===== config.mk =====
export PLATFORM = sky130hd
export DESIGN_NAME = ascii85_stream_encoder
export DESIGN_NICKNAME = d
export VERILOG_FILES = /design/src/a85_pkg.sv /design/src/ascii85_stream_encoder.sv /design/src/a85_front.sv /design/src/a85_fifo.sv /design/src/a85_conv.sv /design/src/a85_emit.sv
export SDC_FILE = /design/constraint.sdc
export NUM_CORES = 1
export LEC_CHECK = 0
export ABC_AREA = 1
export BUFFER_PORTS_ARGS = -buffer_cell sky130_fd_sc_hd__buf_2
export CAP_MARGIN = 5
export CORE_MARGIN = 4
export CORE_UTILIZATION = 35
export DETAILED_ROUTE_END_ITERATION = 8
export MAX_ROUTING_LAYER = met4
export PLACE_DENSITY_LB_ADDON = 0.12
export REMOVE_ABC_BUFFERS = 1
export SLEW_MARGIN = 20
export SYNTH_ARGS = -nofsm -noshare
export SYNTH_HDL_FRONTEND = slang
export SYNTH_SLANG_ARGS = --single-unit

===== constraint.sdc =====
create_clock -name clk_i -period 7.8 [get_ports clk_i]
set_input_delay 1.56 -clock clk_i [delete_from_list [all_inputs] [get_ports clk_i]]
set_output_delay 1.56 -clock clk_i [all_outputs]
set_load 0.03 [all_outputs]

===== src/a85_pkg.sv =====
`default_nettype none
package a85_pkg;

  localparam int unsigned GroupBytes  = 4;
  localparam int unsigned GroupDigits = 5;
  localparam int unsigned QueueDepth  = 4;

  localparam logic [6:0] CharOffset = 7'd33;
  localparam logic [6:0] CharZero   = 7'h7A;
  localparam logic [6:0] CharLt     = 7'h3C;
  localparam logic [6:0] CharTilde  = 7'h7E;
  localparam logic [6:0] CharGt     = 7'h3E;
  localparam logic [6:0] Base       = 7'd85;

  // floor(v / 85) == (v * RecipBase) >> RecipShift for every 32-bit v
  localparam logic [31:0] RecipBase  = 32'd3233857729;
  localparam int unsigned RecipShift = 38;

  typedef enum logic [1:0] {
    K_NONE,
    K_ZERO,
    K_DIGITS
  } kind_e;

  typedef struct packed {
    logic        open_f;
    logic        close_f;
    kind_e       kind;
    logic [2:0]  cnt;
    logic [31:0] value;
  } job_t;

  typedef struct packed {
    logic            open_f;
    logic            close_f;
    kind_e           kind;
    logic [2:0]      cnt;
    logic [4:0][6:0] digits;
  } pkt_t;

  typedef enum logic [1:0] {
    C_IDLE,
    C_CALC,
    C_DONE
  } conv_state_e;

  typedef enum logic [2:0] {
    E_IDLE,
    E_OPEN0,
    E_OPEN1,
    E_BODY,
    E_CLOSE0,
    E_CLOSE1
  } emit_state_e;

endpackage
`default_nettype wire


===== src/ascii85_stream_encoder.sv =====
// channel   dir  tdata                          tlast
// s_axis    in   [7:0] data_byte                last_byte
// m_axis    out  [6:0] out_char, [7] zero       last_char on the closing '>'
//
// a byte is taken in the cycle it arrives while the four-entry job queue has room
// each job of kind K_DIGITS is converted in C_CALC, one base-85 digit per cycle
// from the reciprocal multiplier, then held in C_DONE until the emitter takes it;
// K_ZERO and K_NONE jobs skip C_CALC; output is one character per cycle while
// packets wait and m_axis_tready is high; each message adds four delimiters <~ ~>
// reset is asynchronous and active low; no clearing pass follows it
// output stalls back up through the emitter, converter and queue to s_axis_tready
`default_nettype none
module ascii85_stream_encoder (
  input  logic       clk_i,
  input  logic       rst_ni,
  input  logic       s_axis_tvalid,
  output logic       s_axis_tready,
  input  logic [7:0] s_axis_tdata,  // [7:0] data_byte
  input  logic       s_axis_tlast,
  output logic       m_axis_tvalid,
  input  logic       m_axis_tready,
  output logic [7:0] m_axis_tdata,  // [6:0] out_char, [7] zero
  output logic       m_axis_tlast
);
  import a85_pkg::*;

  logic       push;
  job_t       job_in;
  logic       q_ready;
  logic       q_valid;
  logic       q_pop;
  job_t       job_out;
  logic       pkt_valid;
  pkt_t       pkt;
  logic       pkt_take;
  logic [6:0] out_char;

  a85_front u_front (
    .clk_i       (clk_i),
    .rst_ni      (rst_ni),
    .valid_i     (s_axis_tvalid),
    .ready_o     (s_axis_tready),
    .data_i      (s_axis_tdata),
    .last_i      (s_axis_tlast),
    .push_o      (push),
    .job_o       (job_in),
    .job_ready_i (q_ready)
  );

  a85_fifo u_fifo (
    .clk_i   (clk_i),
    .rst_ni  (rst_ni),
    .push_i  (push),
    .job_i   (job_in),
    .ready_o (q_ready),
    .valid_o (q_valid),
    .pop_i   (q_pop),
    .job_o   (job_out)
  );

  a85_conv u_conv (
    .clk_i       (clk_i),
    .rst_ni      (rst_ni),
    .job_valid_i (q_valid),
    .job_i       (job_out),
    .job_pop_o   (q_pop),
    .pkt_valid_o (pkt_valid),
    .pkt_o       (pkt),
    .pkt_take_i  (pkt_take)
  );

  a85_emit u_emit (
    .clk_i       (clk_i),
    .rst_ni      (rst_ni),
    .pkt_valid_i (pkt_valid),
    .pkt_i       (pkt),
    .pkt_take_o  (pkt_take),
    .valid_o     (m_axis_tvalid),
    .ready_i     (m_axis_tready),
    .char_o      (out_char),
    .last_o      (m_axis_tlast)
  );

  assign m_axis_tdata = {1'b0, out_char};

endmodule
`default_nettype wire


===== src/a85_front.sv =====
`default_nettype none
module a85_front (
  input  logic          clk_i,
  input  logic          rst_ni,
  input  logic          valid_i,
  output logic          ready_o,
  input  logic [7:0]    data_i,
  input  logic          last_i,
  output logic          push_o,
  output a85_pkg::job_t job_o,
  input  logic          job_ready_i
);
  import a85_pkg::*;

  logic [31:0] group_q, group_d;
  logic [1:0]  cnt_q, cnt_d;
  logic        inmsg_q, inmsg_d;

  logic        accept;
  logic        open_f;
  logic [31:0] base;
  logic [31:0] newv;
  logic [2:0]  k;
  logic        full;

  assign ready_o = job_ready_i;
  assign accept  = valid_i && job_ready_i;
  assign open_f  = !inmsg_q;
  assign base    = open_f ? 32'd0 : group_q;
  assign newv    = {base[23:0], data_i};
  assign k       = {1'b0, (open_f ? 2'd0 : cnt_q)} + 3'd1;
  assign full    = (k == 3'(GroupBytes));

  always_comb begin
    job_o.open_f  = open_f;
    job_o.close_f = last_i;
    job_o.kind    = K_NONE;
    job_o.cnt     = 3'(GroupDigits);
    job_o.value   = newv;
    group_d       = group_q;
    cnt_d         = cnt_q;
    inmsg_d       = inmsg_q;
    if (full) begin
      job_o.kind = (newv == 32'd0) ? K_ZERO : K_DIGITS;
      group_d    = 32'd0;
      cnt_d      = 2'd0;
    end else begin
      group_d = newv;
      cnt_d   = k[1:0];
      if (last_i) begin
        job_o.kind = K_DIGITS;
        job_o.cnt  = k + 3'd1;
        case (k[1:0])
          2'd1:    job_o.value = {newv[7:0], 24'd0};
          2'd2:    job_o.value = {newv[15:0], 16'd0};
          2'd3:    job_o.value = {newv[23:0], 8'd0};
          default: job_o.value = newv;
        endcase
      end
    end
    if (last_i) begin
      inmsg_d = 1'b0;
      group_d = 32'd0;
      cnt_d   = 2'd0;
    end else begin
      inmsg_d = 1'b1;
    end
  end

  assign push_o = accept && (open_f || (job_o.kind != K_NONE) || last_i);

  always_ff @(posedge clk_i or negedge rst_ni) begin
    if (!rst_ni) begin
      group_q <= 32'd0;
      cnt_q   <= 2'd0;
      inmsg_q <= 1'b0;
    end else if (accept) begin
      group_q <= group_d;
      cnt_q   <= cnt_d;
      inmsg_q <= inmsg_d;
    end
  end

endmodule
`default_nettype wire


===== src/a85_fifo.sv =====
`default_nettype none
module a85_fifo (
  input  logic          clk_i,
  input  logic          rst_ni,
  input  logic          push_i,
  input  a85_pkg::job_t job_i,
  output logic          ready_o,
  output logic          valid_o,
  input  logic          pop_i,
  output a85_pkg::job_t job_o
);
  import a85_pkg::*;

  localparam int unsigned PtrW = $clog2(QueueDepth);
  localparam int unsigned CntW = $clog2(QueueDepth + 1);

  job_t            mem_q [QueueDepth];
  logic [PtrW-1:0] wr_q, wr_d, rd_q, rd_d;
  logic [CntW-1:0] cnt_q, cnt_d;
  logic            do_push, do_pop;

  assign ready_o = (cnt_q != CntW'(QueueDepth));
  assign valid_o = (cnt_q != '0);
  assign do_push = push_i && ready_o;
  assign do_pop  = pop_i && valid_o;
  assign job_o   = mem_q[rd_q];

  always_comb begin
    wr_d  = wr_q;
    rd_d  = rd_q;
    cnt_d = cnt_q;
    if (do_push) begin
      wr_d = (wr_q == PtrW'(QueueDepth - 1)) ? '0 : wr_q + PtrW'(1);
    end
    if (do_pop) begin
      rd_d = (rd_q == PtrW'(QueueDepth - 1)) ? '0 : rd_q + PtrW'(1);
    end
    if (do_push && !do_pop) begin
      cnt_d = cnt_q + CntW'(1);
    end else if (do_pop && !do_push) begin
      cnt_d = cnt_q - CntW'(1);
    end
  end

  always_ff @(posedge clk_i) begin
    if (do_push) begin
      mem_q[wr_q] <= job_i;
    end
  end

  always_ff @(posedge clk_i or negedge rst_ni) begin
    if (!rst_ni) begin
      wr_q  <= '0;
      rd_q  <= '0;
      cnt_q <= '0;
    end else begin
      wr_q  <= wr_d;
      rd_q  <= rd_d;
      cnt_q <= cnt_d;
    end
  end

`ifndef SYNTHESIS
  a_cnt_bound: assert property (@(posedge clk_i) disable iff (!rst_ni)
    cnt_q <= CntW'(QueueDepth))
    else $error("queue count beyond depth");
  a_ptr_match: assert property (@(posedge clk_i) disable iff (!rst_ni)
    (cnt_q == '0) |-> (wr_q == rd_q))
    else $error("empty queue with unequal pointers");
`endif

endmodule
`default_nettype wire


===== src/a85_conv.sv =====
`default_nettype none
module a85_conv (
  input  logic          clk_i,
  input  logic          rst_ni,
  input  logic          job_valid_i,
  input  a85_pkg::job_t job_i,
  output logic          job_pop_o,
  output logic          pkt_valid_o,
  output a85_pkg::pkt_t pkt_o,
  input  logic          pkt_take_i
);
  import a85_pkg::*;

  conv_state_e state_q, state_d;
  pkt_t        pkt_q, pkt_d;
  logic [31:0] value_q, value_d;
  logic [2:0]  step_q, step_d;

  logic [63:0]            prod;
  logic [63-RecipShift:0] quot;
  logic [6:0]             rem7;
  logic [6:0]             dig_char;
  logic [2:0]             idx;
  logic                   load_ok;
  conv_state_e            load_state;

  assign prod     = {32'd0, value_q} * {32'd0, RecipBase};
  assign quot     = prod[63:RecipShift];
  assign rem7     = value_q[6:0] - 7'(quot[6:0] * Base);
  assign dig_char = rem7 + CharOffset;
  assign idx      = 3'(GroupDigits - 1) - step_q;

  assign load_ok     = (state_q == C_IDLE) || ((state_q == C_DONE) && pkt_take_i);
  assign job_pop_o   = load_ok && job_valid_i;
  assign load_state  = (job_i.kind == K_DIGITS) ? C_CALC : C_DONE;
  assign pkt_valid_o = (state_q == C_DONE);
  assign pkt_o       = pkt_q;

  always_comb begin
    state_d = state_q;
    case (state_q)
      C_IDLE: begin
        if (job_valid_i) begin
          state_d = load_state;
        end
      end
      C_CALC: begin
        if (step_q == 3'(GroupDigits - 1)) begin
          state_d = C_DONE;
        end
      end
      C_DONE: begin
        if (pkt_take_i) begin
          state_d = job_valid_i ? load_state : C_IDLE;
        end
      end
      default: state_d = C_IDLE;
    endcase
  end

  always_comb begin
    pkt_d   = pkt_q;
    value_d = value_q;
    step_d  = step_q;
    if (job_pop_o) begin
      pkt_d.open_f  = job_i.open_f;
      pkt_d.close_f = job_i.close_f;
      pkt_d.kind    = job_i.kind;
      pkt_d.cnt     = job_i.cnt;
      value_d       = job_i.value;
      step_d        = 3'd0;
    end else if (state_q == C_CALC) begin
      pkt_d.digits[idx] = dig_char;
      value_d           = 32'(quot);
      step_d            = step_q + 3'd1;
    end
  end

  always_ff @(posedge clk_i) begin
    pkt_q   <= pkt_d;
    value_q <= value_d;
  end

  always_ff @(posedge clk_i or negedge rst_ni) begin
    if (!rst_ni) begin
      state_q <= C_IDLE;
      step_q  <= 3'd0;
    end else begin
      state_q <= state_d;
      step_q  <= step_d;
    end
  end

`ifndef SYNTHESIS
  a_step_bound: assert property (@(posedge clk_i) disable iff (!rst_ni)
    (state_q == C_CALC) |-> (step_q < 3'(GroupDigits)))
    else $error("digit step out of range");
`endif

endmodule
`default_nettype wire


===== src/a85_emit.sv =====
`default_nettype none
module a85_emit (
  input  logic          clk_i,
  input  logic          rst_ni,
  input  logic          pkt_valid_i,
  input  a85_pkg::pkt_t pkt_i,
  output logic          pkt_take_o,
  output logic          valid_o,
  input  logic          ready_i,
  output logic [6:0]    char_o,
  output logic          last_o
);
  import a85_pkg::*;

  emit_state_e state_q, state_d;
  pkt_t        pkt_q, pkt_d;
  logic [2:0]  didx_q, didx_d;
  logic        valid_q, valid_d;
  logic [6:0]  char_q, char_d;
  logic        last_q, last_d;

  logic        can_emit;
  logic        emit;
  logic        body_end;
  logic        pkt_end;
  logic        take;
  emit_state_e first_state;
  logic [6:0]  char_cur;
  logic        last_cur;

  assign can_emit = !valid_q || ready_i;
  assign emit     = (state_q != E_IDLE) && can_emit;
  assign body_end = (pkt_q.kind == K_ZERO) || (didx_q == pkt_q.cnt - 3'd1);
  assign pkt_end  = (state_q == E_CLOSE1)
                 || (!pkt_q.close_f && (((state_q == E_BODY) && body_end)
                 || ((state_q == E_OPEN1) && (pkt_q.kind == K_NONE))));
  assign take        = (state_q == E_IDLE) || (emit && pkt_end);
  assign pkt_take_o  = take;
  assign first_state = pkt_i.open_f ? E_OPEN0 :
                       (pkt_i.kind != K_NONE) ? E_BODY : E_CLOSE0;

  always_comb begin
    state_d = state_q;
    if (take) begin
      state_d = pkt_valid_i ? first_state : E_IDLE;
    end else if (emit) begin
      case (state_q)
        E_OPEN0: state_d = E_OPEN1;
        E_OPEN1: state_d = (pkt_q.kind != K_NONE) ? E_BODY : E_CLOSE0;
        E_BODY:  state_d = body_end ? E_CLOSE0 : E_BODY;
        E_CLOSE0: state_d = E_CLOSE1;
        default: state_d = state_q;
      endcase
    end
  end

  always_comb begin
    last_cur = 1'b0;
    case (state_q)
      E_OPEN0:  char_cur = CharLt;
      E_OPEN1:  char_cur = CharTilde;
      E_BODY:   char_cur = (pkt_q.kind == K_ZERO) ? CharZero : pkt_q.digits[didx_q];
      E_CLOSE0: char_cur = CharTilde;
      E_CLOSE1: begin
        char_cur = CharGt;
        last_cur = 1'b1;
      end
      default:  char_cur = CharLt;
    endcase
  end

  always_comb begin
    pkt_d   = pkt_q;
    didx_d  = didx_q;
    valid_d = valid_q;
    char_d  = char_q;
    last_d  = last_q;
    if (take && pkt_valid_i) begin
      pkt_d  = pkt_i;
      didx_d = 3'd0;
    end else if (emit && (state_q == E_BODY)) begin
      didx_d = didx_q + 3'd1;
    end
    if (can_emit) begin
      valid_d = emit;
      char_d  = char_cur;
      last_d  = last_cur;
    end
  end

  assign valid_o = valid_q;
  assign char_o  = char_q;
  assign last_o  = last_q;

  always_ff @(posedge clk_i) begin
    pkt_q  <= pkt_d;
    char_q <= char_d;
  end

  always_ff @(posedge clk_i or negedge rst_ni) begin
    if (!rst_ni) begin
      state_q <= E_IDLE;
      didx_q  <= 3'd0;
      valid_q <= 1'b0;
      last_q  <= 1'b0;
    end else begin
      state_q <= state_d;
      didx_q  <= didx_d;
      valid_q <= valid_d;
      last_q  <= last_d;
    end
  end

`ifndef SYNTHESIS
  a_last_gt: assert property (@(posedge clk_i) disable iff (!rst_ni)
    (valid_q && last_q) |-> (char_q == CharGt))
    else $error("last flag on a character other than the closing one");
  a_body_kind: assert property (@(posedge clk_i) disable iff (!rst_ni)
    (state_q == E_BODY) |-> (pkt_q.kind != K_NONE))
    else $error("body phase without a group");
`endif

endmodule
`default_nettype wire

; ---- Yosys cells after proc, flatten, opt, wreduce, memory -nomap -nowiden
; Memory sizes are Yosys's and may differ from the RTL's.
; Cells that the tools add are included.
[word_totals]
inputBits = 13
reg_bits = 169
n_memories = 1
ramBits = 156
output_inout_bits = 11
elab_cells = 163
[classes]
bitwise_logic = 1
n_mux = 46
order_cmp = 3
multipliers = 2
addsub = 12
eq_ne = 21
reduce_logical = 46
[memory_table]
columns = name, words, word_bits, read_ports, rd_ports_with_merged_regs, write_ports, line
row1 = u_fifo.mem_q, 4, 39, 1, 0, 1, a85_fifo.sv:17  ; job_t mem_q [QueueDepth];
[op_table]
columns = cell, count
row1 = $pmux 32 s3, 1
row2 = $mux 24, 3
row3 = $mul 32x32->64 const B, 1
row4 = $mux 32, 2
row5 = $mux 3, 13
row6 = $mux 37, 1
row7 = $bwmux 35, 1
row8 = $mux 35, 1
row9 = $logic_not 32->1, 1
row10 = $mux 2, 12
row11 = $bmux 7 s3, 1
row12 = $demux 7 s3, 1
row13 = $mux 7, 3
row14 = $pmux 7 s3, 1
row15 = $logic_and 1x1->1, 15
row16 = $reduce_bool 2->1, 7
row17 = $add 3x1->3 const B, 4
row18 = $eq 2x2->1 const B, 6
row19 = $eq 3x3->1 const B, 4
row20 = $pmux 3 s4, 1
row21 = $logic_or 1x1->1, 8
row22 = $lt 3x4->1 const B, 2
row23 = $add 7x6->7 const B, 1
row24 = $mul 7x7->7 const B, 1
row25 = 24 further kinds, 40

; ---- Longest topological paths before layout
; Gate-level depths: netlist (run 1).
[logic_depth]
ltp_word = 16
mapped_depth = 44
mapped_depth_nobuf = 44

; ---- Modules after synthesis
; A second synthesis (run 1) with hierarchy kept.
[unflattened]
cells_unflattened = 2721
area_unflattened_um2 = 25908.6
[by_module_without_submodules]
columns = module, n_inst, seq_area_each_um2, area_per_inst_um2, cells_per_inst
row1 = a85_conv, 1, 2347.3, 14819.2, 1714
row2 = a85_fifo, 1, 4859.7, 6754.0, 515
row3 = a85_emit, 1, 1641.6, 2429.8, 218
row4 = a85_front, 1, 675.6, 1894.3, 272
row5 = ascii85_stream_encoder, 1, 0.0, 11.3, 2

; ---- Worst setup path after synthesis (run 1)
; No wires, ideal clock.
[synth_timing]
path_type = register -> register
start = reg u_conv.value_q[10]
end = reg u_conv.pkt_q, in the netlist u_conv.pkt_o[13] (data pin)
arrival_ps = 8032
path_buffers = 0
setup_time_ps = 260
stages_incl_launch_ff = 39
synth_period_minus_slack_ps = 8292
path_slack_ps = -492
required_ps = 7540
cell_sequence = edfxtp_1 > ha_1 > ha_1 > inv_1 > fa_1 > fa_1 > inv_1 > fa_1 > inv_1 > fa_1 > inv_1 > fa_1 > ha_1 > ha_1 > a21oi_1 > inv_1 > a21oi_1 > a21boi_0 > [... 3 more ...] > ha_1 > ha_1 > inv_1 > fa_1 > inv_1 > fa_1 > inv_1 > ha_1 > a21oi_1 > nand2_1 > xor2_1 > inv_1 > nand3_1 > nand3_1 > nand2_1 > nand2_1 > nand2_1 > inv_1
[synth_via]
elab_chain_cells = 5
[synth_lines]
columns = element, line
row1 = from (decl), a85_conv.sv:16  ; logic [31:0] value_q, value_d;
row2 = from (signal assigned), a85_conv.sv:81  ; value_q <= value_d;
row3 = $mul 32x32->64, a85_conv.sv:27  ; assign prod = {32'd0, value_q} * {32'd0, RecipBase};
row4 = $mul 7x7->7, a85_conv.sv:29  ; assign rem7 = value_q[6:0] - 7'(quot[6:0] * Base);
row5 = $sub 7x7->7, a85_conv.sv:29
row6 = $add 7x6->7, a85_conv.sv:30  ; assign dig_char = rem7 + CharOffset;
row7 = via u_conv.dig_char[6], a85_conv.sv:22  ; logic [6:0] dig_char;
row8 = $bwmux 35, a85_conv.sv:73  ; pkt_d.digits[idx] = dig_char;
row9 = to (signal assigned), a85_conv.sv:80  ; pkt_q <= pkt_d;
row10 = to (decl), a85_conv.sv:15  ; pkt_t pkt_q, pkt_d;
; The timed path passes the listed nets, and every way through them passes these cells.
; A chain may end at the register's enable or synchronous reset.

; ---- Worst setup path in the final report (run 1)
[layout_timing]
start = reg u_conv.value_q[7]
end = reg u_conv.pkt_q, in the netlist u_conv.pkt_o[34] (data pin)
; The elaborated chain is that of the path after synthesis.

==> impl_metrics.csv, run 1 <==
group,metric,value,unit
worst_setup_path,crit_path_start,"u_conv.value_q[7]",
synth,synth_cell_types,52,
worst_setup_path,worstPathMaxFanout,5,
global_routing,grt_pass1_wl,119.0,mm
worst_setup_path,critical_path.reg2reg.startpoint,"u_conv.value_q[7]",
placement,place_inst,3736,
detailed_routing,remaining_drc_errors,0,
synth,yosys-top-cells-area,"edfxtp_1 34%, ha_1 18%, fa_1 14%",
cts,cts-buffers-inserted,38,
cts,cts.path.max_buffers,3,
worst_setup_path,worstPathRequired,8120,ps
cts,numClockSinks,325,
sta,worstMarginPinSlew,943.7,ps
worst_setup_path,ff2ff_path_depth,44,
sta,hold_slack,416.6,ps
cts,postCtsHoldBufs,0,
placement,finalWeightedCongestion,0.9891,
detailed_routing,dr.first_iter.drc_count,1113,
global_routing,via_count_of_the_first_global_routing_pass,19850,
detailed_routing,routedWlPerCell,19.90,um
synth,post-synth-top-count-cell,"inv_1",
synth,synth_top_cell_area_share,33.62,%
cts,tritoncts,"done",
die,floorplan.die.height,274.4,um
die,start_util,35.40,%
synth,synth_flop_cell,"edfxtp_1",
cells_and_area,fin_nets,3488,
worst_setup_path,crit_arrival,8810,ps
synth,syn-mean-instance-area,9.916,sq um
die,io_pins,24,
cells_and_area,n_antenna_cell,0,
detailed_routing,dr.pass1.iters,5,
synth,edff_count_synth,278,
worst_setup_path,crit_path_start_kind,"flip-flop",
cells_and_area,layout-drive-gt1-share,26.61,%
global_routing,gr_usage_total,21.38,%
synth,ys_warns,0,
sta,final_min_period_over_clock_period,108.8,%
sta,total_count_of_hold_check_failures_in_the_final_report,0,
cts,cts_htree_levels,2,
synth,synth-seq-cells,325,
synth,library_cell_with_the_largest_summed_area_after_synthesis,"edfxtp_1",
outcome,run_status,"finished, violations left",
die,floorplan.die.width,274.4,um
worst_setup_path,worstSetupEndpoint,"u_conv.pkt_o[34]",
cells_and_area,area_delta_synth_final,29.93,%
min_path,hold_path.class,"flip-flop to flip-flop",
synth,async_reset_ff_share,14.46,%
die,rows,97,
worst_setup_path,timing_worst_setup_path_type,"flip-flop to flip-flop",
sta,setup_viol,16,
placement,port-buffer-count,22,
die,floorplan.core_area,0.07015,sq mm
sta,slew-limit-headroom,36.42,%
detailed_routing,routed_wirelength,78.10,mm
worst_setup_path,timing.rr.end,"u_conv.pkt_o[34]",
placement,dp_hpwl,60.65,mm
synth,portion_of_the_post_synthesis_area_used_by_sequential_elements,38.36,%
sta,fmax,0.1178,GHz
global_routing,grt_antenna_before_repair,0,
detailed_routing,vias,19060,
global_routing,global_route.overflow_total,0,
synth,post_synth_inst_count,2504,
cts,clock-root-buffer,"clkbuf_16",
worst_setup_path,crit_path_frequent_cell,"nand2_2",
job,max-cap-violations,0,
synth,yosys-top-cells-count,"506 x inv_1, 360 x nand2_1, 349 x ha_1",
worst_setup_path,worst_path_largest_cell_delay,600,ps
detailed_routing,detail-route-antenna-nets,0,
sta,rsz0062_at_grt,"true",
cells_and_area,final_core_util,45.99,%
synth,post_synth_instance_area,0.02483,sq mm
worst_setup_path,worst-r2r-setup-slack,-690,ps
die,design.die.area,0.07527,sq mm
cts,clkTransAtPathRegs,60,ps
worst_setup_path,cp_slowest_cell,"fa_1",
global_routing,grt_max_degree,70,
cts,clk-insertion-delay-late,570,ps
sta,layout_setup_ws,-690.2,ps
sta,clock-skew-final,33.23,ps
cells_and_area,final_cells,3924,
sta,post-route-min-period,8490,ps
outcome,violated_checks,"setup timing",
detailed_routing,viasPerCell,4.856,
worst_setup_path,worstSetupEndpointType,"flip-flop",
sta,maxSlewViolCount,0,
==> stage by stage <==
| step | TNS (ps) | setup WS (ps) | cell area (sq um) |
|---|---|---|---|
| 2_1_floorplan | -2459 | -491.8 | 24580 |
| 3_3_place_gp | -14680 | -1031 | 28320 |
| 3_5_place_dp | -15260 | -1072 | 28320 |
| 4_1_cts | -3786 | -385.8 | 31620 |
| 5_1_grt | -7451 | -901.5 | 32260 |
| 6_report | -4767 | -690.2 | 32260 |
==> layout by cell type (no fill, tap or decap), types with 19 or more instances in the layout <==
master,synthesis,routed
inv_1,506,473
buf_4,2,422
nand2_1,360,323
edfxtp_1,278,278
ha_1,349,258
nor2_1,182,158
fa_1,171,155
o21ai_0,150,133
a21oi_1,125,99
ha_4,0,85
nand3_1,64,59
dfrtp_1,47,46
clkbuf_16,0,38
o22ai_1,37,37
inv_2,0,32
nand2_2,0,29
buf_2,3,22
a21oi_2,2,21
buf_6,6,19
==> worst max-delay path: cells and delay by family, from the launching register on <==
kind,cells,cell delay (ps)
AO/OA/AOI/OAI,1,160
XOR/XNOR,1,170
adder cells (fa/ha/maj),14,5090
buffers and inverters,14,920
flip-flops,1,470
AND/OR/NAND/NOR,14,1420
==> how the worst min path moves through the flow <==
| stage | startpoint | to | slack, ps | cells after the start |
|---|---|---|---|---|
| CTS | u_conv.pkt_o[32] | u_emit.pkt_q[32] | 420 | 0 |
| finish | u_conv.pkt_o[32] | u_emit.pkt_q[32] | 420 | 0 |
| global placement | u_conv.pkt_o[8] | u_emit.pkt_q[8] | 400 | 0 |
| detailed placement | u_conv.pkt_o[18] | u_emit.pkt_q[18] | 400 | 0 |
| floorplan | u_conv.pkt_o[0] | u_emit.pkt_q[0] | 400 | 0 |
| global route | u_conv.pkt_o[7] | u_emit.pkt_q[7] | 420 | 0 |
==> layout make-up <==
cell class                      count  area [sq um]
Fill cell                        6699         37890
Multi-Input combinational cell   1619         14970
Sequential cell                   325          9525
Timing Repair Buffer              463          3492
Inverter                          508          1909
Tap cell                          940          1176
Clock buffer                       49          1012
Clock inverter                     20         172.7
==> logic make-up (layout without fill, tap and decap cells) <==
group           count (synthesis)  after routing  synth area share (%)
fa+ha+maj                     520            520                 31.37
mux                             4              4                0.1663
other cells                     1              1               0.01510
simple gates                  654            654                 10.71
buf+inv                       560           1040                 8.692
xor+xnor                       32             32                 1.129
flops                         325            325                 38.36
compound gates                408            408                 9.559
==> state kept, by name, indices dropped and copies added, names as in the netlist <==
name	count
u_front.inmsg_q	1
u_conv.state_q	2
u_emit.last_o	1
u_conv.value_q	32
u_fifo.cnt_q	3
u_conv.step_q	3
u_emit.pkt_q	41
u_conv.pkt_o	42
u_emit.didx_q	3
u_fifo.rd_q	2
u_emit.valid_o	1
u_fifo.mem_q	156
u_fifo.wr_q	2
u_emit.state_q	3
u_front.cnt_q	2
u_emit.char_o	7
u_front.group_q	24
==> routing by layer <==
layer / vias to the layer above / routed length (um) / global-route usage [%]
met5: - / 0 / -
met4: 0 / 2012 / 4.984
met3: 99 / 2684 / 1.943
met2: 356 / 37990 / 35.82
met1: 9364 / 35420 / 28.33
li1: 9236 / - / -
==> what timing repair did <==
item                                   4_1_cts  5_1_grt
gates resized for setup                    243       97
buffers inserted                           106       19
pin swaps                                   93       46
endpoints found under the hold margin        0        0
setup endpoints to repair                   20       20
Power of run 1 is left out: the tool's default activity adds up to more than one toggle a clock period on the data nets, which glitch-free logic cannot reach.
==> run 2: changes to the inputs <==
--- a/config.mk
+++ b/config.mk
@@ -18,3 +18,4 @@
 export SYNTH_ARGS = -nofsm -noshare
 export SYNTH_HDL_FRONTEND = slang
 export SYNTH_SLANG_ARGS = --single-unit
+export TNS_END_PERCENT = 1
==> run 2 against run 1 <==
Net effect: the run still ends with setup timing left; utilization down 2.4 points; via count down 3.4%; sequential share of layout area up 1.6 points; register-to-register slack better by 70 ps; maximum frequency up 0.81%; routed wire length down 3.6%.
==> impl_metrics.csv, run 2 (same netlist as run 1, synthesis figures left out) <==
group,metric,value,unit
outcome,run_status,"finished, violations left",
outcome,violated_checks,"setup timing",
die,start_util,35.40,%
cells_and_area,largest_reg_by_ff_count,"u_fifo.mem_q",
global_routing,grt_pass1_wl,114.1,mm
cells_and_area,fin_nets,3392,
job,max-cap-violations,0,
sta,worstMarginPinSlew,956.6,ps
min_path,min_from,"u_conv.pkt_o[32]",
cts,cts-buffers-inserted,38,
worst_setup_path,worstSetupEndpointType,"flip-flop",
global_routing,grt_max_degree,70,
detailed_routing,detail-route-antenna-nets,0,
detailed_routing,viasPerCell,4.808,
worst_setup_path,crit_path_start_kind,"flip-flop",
worst_setup_path,critical_path.reg2reg.startpoint,"u_conv.value_q[4]",
cts,cts_htree_levels,2,
cts,clock-root-buffer,"clkbuf_16",
cts,postCtsHoldBufs,0,
cells_and_area,n_antenna_cell,0,
worst_setup_path,crit_path_frequent_cell,"inv_1",
placement,finalWeightedCongestion,0.9891,
global_routing,grt_antenna_before_repair,0,
detailed_routing,vias,18410,
detailed_routing,routed_wirelength,75.30,mm
sta,final_min_period_over_clock_period,108.0,%
placement,dp_hpwl,60.65,mm
worst_setup_path,ff2ff_path_depth,43,
sta,maxSlewViolCount,0,
sta,layout_setup_ws,-621.9,ps
sta,post-route-min-period,8422,ps
die,rows,97,
detailed_routing,routedWlPerCell,19.67,um
min_path,hold_path.class,"flip-flop to flip-flop",
sta,clock-skew-final,34.29,ps
worst_setup_path,crit_arrival,8730,ps
sta,slew-limit-headroom,35.74,%
die,io_pins,24,
cts,tritoncts,"done",
cells_and_area,area_delta_synth_final,23.27,%
cells_and_area,largest_register_ffs,156,
cts,cts.path.max_buffers,3,
worst_setup_path,worstPathRequired,8110,ps
detailed_routing,dr.first_iter.drc_count,1082,
global_routing,global_route.overflow_total,0,
placement,port-buffer-count,22,
worst_setup_path,timing.rr.end,"u_conv.pkt_o[34]",
cells_and_area,mostFrequentLayoutCells,"492 x inv_1, 344 x nand2_1, 340 x buf_4, 302 x ha_1, 278 x edfxtp_1",
die,floorplan.die.height,274.4,um
die,design.die.area,0.07527,sq mm
sta,hold_slack,416.4,ps
min_path,worst_hold_path.num_cells,0,
worst_setup_path,worst-r2r-setup-slack,-620,ps
worst_setup_path,cp_slowest_cell,"edfxtp_1",
sta,fmax,0.1187,GHz
min_path,hold_path_end,"u_emit.pkt_q[32]",
global_routing,gr_usage_total,20.55,%
worst_setup_path,worst_path_largest_cell_delay,530,ps
detailed_routing,remaining_drc_errors,0,
cells_and_area,layout.cells.most_common,"inv_1",
detailed_routing,dr.pass1.iters,5,
global_routing,via_count_of_the_first_global_routing_pass,18980,
cells_and_area,layout-drive-gt1-share,19.84,%
cts,numClockSinks,325,
sta,setup_viol,15,
die,floorplan.die.width,274.4,um
sta,rsz0062_at_grt,"true",
worst_setup_path,timing_worst_setup_path_type,"flip-flop to flip-flop",
worst_setup_path,worstPathMaxFanout,5,
cts,clkTransAtPathRegs,60,ps
die,floorplan.core_area,0.07015,sq mm
sta,total_count_of_hold_check_failures_in_the_final_report,0,
cts,clk-insertion-delay-late,570,ps
==> run 2: cell types whose count changed in the layout (fill, tap and decap cells not counted), moves of 8 or more <==
cell / previous run / this run
nand2_2: 29 / 14
nand2_1: 323 / 344
buf_6: 19 / 4
fa_1: 155 / 165
o21ai_0: 133 / 141
inv_2: 32 / 13
fa_2: 16 / 6
ha_4: 85 / 44
o21ai_2: 15 / 4
buf_4: 422 / 340
inv_1: 473 / 492
ha_1: 258 / 302
==> run 2: worst max path at each step <==
| stage | from | end | slack [ps] |
|---|---|---|---|
| after global routing | u_conv.value_q[7] | u_conv.pkt_o[34] | -950 |
| after detailed placement | u_conv.value_q[8] | u_conv.pkt_o[34] | -1070 |
| after CTS | u_conv.value_q[9] | u_conv.pkt_o[34] | -800 |
| after global placement | u_conv.value_q[8] | u_conv.pkt_o[34] | -1030 |
| final | u_conv.value_q[4] | u_conv.pkt_o[34] | -620 |
| after floorplan | u_conv.value_q[10] | u_conv.pkt_o[13] | -490 |
==> run 2: timing repair <==
| item | in CTS | in global routing |
|---|---|---|
| resized for setup | 22 | 145 |
| hold endpoints to repair | 0 | 0 |
| setup buffers | 7 | 16 |
| endpoints found under the setup margin | 20 | 20 |
| pin swaps | 6 | 54 |
==> run 2: worst max-delay path, delay by kind of cell, from the launching register on <==
kind	cells	cell delay, ps
DFF	1	530
xor gates and xnor gates	2	340
AOI/OAI and AO/OA	1	150
and+or+nand+nor	13	1250
buffers and inverters	14	1200
adders and majority gates	13	4700
==> run 2: per-stage QoR <==
stage	area [sq um]	setup TNS [ps]	util, %	std cells	worst slack [ps]
final	30610	-5357	43.63	3828	-621.9
after global routing	30610	-9386	43.63	3828	-953.4
after CTS	29640	-9074	42.25	3812	-803.2
after detailed placement	28320	-15260	40.36	3736	-1072
after global placement	28320	-14680	40.36	3736	-1031
after floorplan	24580	-2459	-	2452	-491.8
==> run 2: routing by layer <==
| layer | GRT usage [%] | vias up | routed length [um] |
|---|---|---|---|
| met5 | - | - | 0 |
| met4 | 4.578 | 0 | 1906 |
| met3 | 2.021 | 88 | 2851 |
| met2 | 33.96 | 342 | 36120 |
| met1 | 27.59 | 8931 | 34420 |
| li1 | - | 9044 | - |
==> run 2: area by class of cell <==
| cell class | count | area [sq um] |
|---|---|---|
| clock buffer | 49 | 1012 |
| clock inverter | 20 | 172.7 |
| fill | 6886 | 39540 |
| inverter | 508 | 1909 |
| multi-input combinational | 1619 | 14090 |
| sequential | 325 | 9525 |
| tap | 940 | 1176 |
| timing repair buffer | 367 | 2723 |
Power of run 2 is left out for the same reason.
==> run 3: changes to the inputs <==
--- a/config.mk
+++ b/config.mk
@@ -8,7 +8,8 @@
 export ABC_AREA = 1
 export BUFFER_PORTS_ARGS = -buffer_cell sky130_fd_sc_hd__buf_2
 export CAP_MARGIN = 5
-export CORE_MARGIN = 4
+export CORE_ASPECT_RATIO = 0.8
+export CORE_MARGIN = 1.5
 export CORE_UTILIZATION = 35
 export DETAILED_ROUTE_END_ITERATION = 8
 export MAX_ROUTING_LAYER = met4
==> run 3 against run 2 <==
Net effect: utilization increased by 1.1 points; register-to-register slack better by 60 ps; worst setup slack better by 61 ps; maximum frequency up 0.74%; clock-buffer cell count up 6; non-clock buffer count up 30; the flow still finishes with violations (setup timing); die area is 3.6% lower.
==> impl_metrics.csv, run 3 (same netlist as run 1, synthesis figures left out) <==
group,metric,value,unit
outcome,run_status,"finished, violations left",
outcome,violated_checks,"setup timing",
worst_setup_path,crit_arrival,8660,ps
detailed_routing,routedWlPerCell,19.99,um
sta,setup_viol,16,
min_path,hold_path.class,"flip-flop to flip-flop",
sta,rsz0062_at_grt,"true",
cts,clk-insertion-delay-late,570,ps
worst_setup_path,cp_slowest_cell,"fa_1",
placement,place_inst,3727,
detailed_routing,vias,18880,
die,start_util,35.31,%
worst_setup_path,crit_path_frequent_cell,"nand2_1",
cts,tritoncts,"done",
worst_setup_path,timing_worst_setup_path_type,"flip-flop to flip-flop",
sta,post-route-min-period,8360,ps
die,floorplan.die.height,241.2,um
sta,layout_setup_ws,-560.5,ps
sta,hold_slack,413.5,ps
cts,clkTransAtPathRegs,70,ps
placement,dpl_cell_area,0.02829,sq mm
die,rows,87,
sta,clock-skew-final,32.44,ps
cells_and_area,fin_nets,3422,
sta,worstMarginPinSlew,956.6,ps
job,max-cap-violations,0,
cts,numClockSinks,325,
die,floorplan.core_area,0.07032,sq mm
cts,cts-buffers-inserted,38,
sta,total_count_of_hold_check_failures_in_the_final_report,0,
global_routing,grt_antenna_before_repair,0,
cells_and_area,layout-drive-gt1-share,22.98,%
sta,slew-limit-headroom,35.73,%
global_routing,grt_pass1_wl,115.6,mm
cells_and_area,layout.cells.most_common,"inv_1",
worst_setup_path,worstSetupEndpointType,"flip-flop",
global_routing,via_count_of_the_first_global_routing_pass,18860,
detailed_routing,dr.first_iter.drc_count,1264,
cells_and_area,finalInstanceArea,0.03143,sq mm
die,io_pins,24,
cells_and_area,largest_reg_by_ff_count,"u_fifo.mem_q",
cells_and_area,mostFrequentLayoutCells,"487 x inv_1, 370 x buf_4, 341 x nand2_1, 278 x edfxtp_1, 263 x ha_1",
die,floorplan.die.width,300.8,um
detailed_routing,detail-route-antenna-nets,0,
cells_and_area,area_delta_synth_final,26.56,%
die,design.die.area,0.07256,sq mm
global_routing,global_route.overflow_total,0,
detailed_routing,viasPerCell,4.904,
detailed_routing,routed_wirelength,76.95,mm
cts,cts.path.max_buffers,3,
placement,finalWeightedCongestion,0.9715,
global_routing,gr_usage_total,22.07,%
placement,dp_hpwl,60.62,mm
cells_and_area,final_cells,3850,
cts,cts_htree_levels,2,
sta,maxSlewViolCount,0,
cts,postCtsHoldBufs,0,
detailed_routing,dr.pass1.iters,6,
global_routing,grt_max_degree,81,
worst_setup_path,worst_path_largest_cell_delay,530,ps
detailed_routing,remaining_drc_errors,0,
worst_setup_path,worstPathMaxFanout,5,
placement,port-buffer-count,22,
cts,clock-root-buffer,"clkbuf_16",
worst_setup_path,worstPathRequired,8100,ps
sta,final_min_period_over_clock_period,107.2,%
cells_and_area,largest_register_ffs,156,
worst_setup_path,crit_path_start_kind,"flip-flop",
sta,fmax,0.1196,GHz
cells_and_area,n_antenna_cell,0,
==> run 3: final cells by class <==
class,instances,area [sq um]
Inverter,508,1907
Fill cell,6728,38890
Tap cell,934,1169
Clock buffer,55,1055
Sequential cell,325,9525
Multi-Input combinational cell,1619,14630
Clock inverter,12,195.2
Timing Repair Buffer,397,2944
==> run 3: metal layers <==
metal	track usage (%)	vias up	wire [um]
met2	30.91	469	31690
met3	5.650	66	6032
met1	32.16	9242	37930
met4	3.959	0	1295
met5	-	-	0
li1	-	9105	-
==> run 3: path summary, 6_finish.rpt <==
path,from,to,slack (ps),cells past startpoint
hold reg to reg,u_conv.pkt_o[0],u_emit.pkt_q[0],410,0
setup / recovery,u_conv.value_q[21],u_conv.pkt_o[6],-560,41
min in group asynchronous,rst_ni,u_front.group_q[7],1120,2
hold / removal,u_conv.pkt_o[0],u_emit.pkt_q[0],410,0
setup reg to reg,u_conv.value_q[21],u_conv.pkt_o[6],-560,41
max in group asynchronous,rst_ni,u_fifo.rd_q[0],6170,2
==> run 3: what timing repair did <==
item	in CTS	in global routing
setup endpoints to repair	20	21
buffers inserted	54	2
gates resized for setup	221	21
pin swaps	107	9
==> run 3: critical path: cells and delay by family (launching register included) <==
family                     cells  cell delay, ps
AOI/OAI and AO/OA              1             130
DFF                            1             430
adders and majority gates     14            5260
buffers and inverters         10             800
xor gates and xnor gates       1             180
and+or+nand+nor               15            1280
==> run 3: stage by stage <==
step                      worst slack, ps  utilization, %  TNS [ps]
after floorplan                    -491.8               -     -2459
after global placement              -1045           40.23    -13980
after detailed placement           -996.8           40.23    -13670
after CTS                          -351.2           44.56     -2092
after global routing               -845.4           44.69     -7575
final                              -560.5           44.69     -3695
Power of run 3 is left out for the same reason.
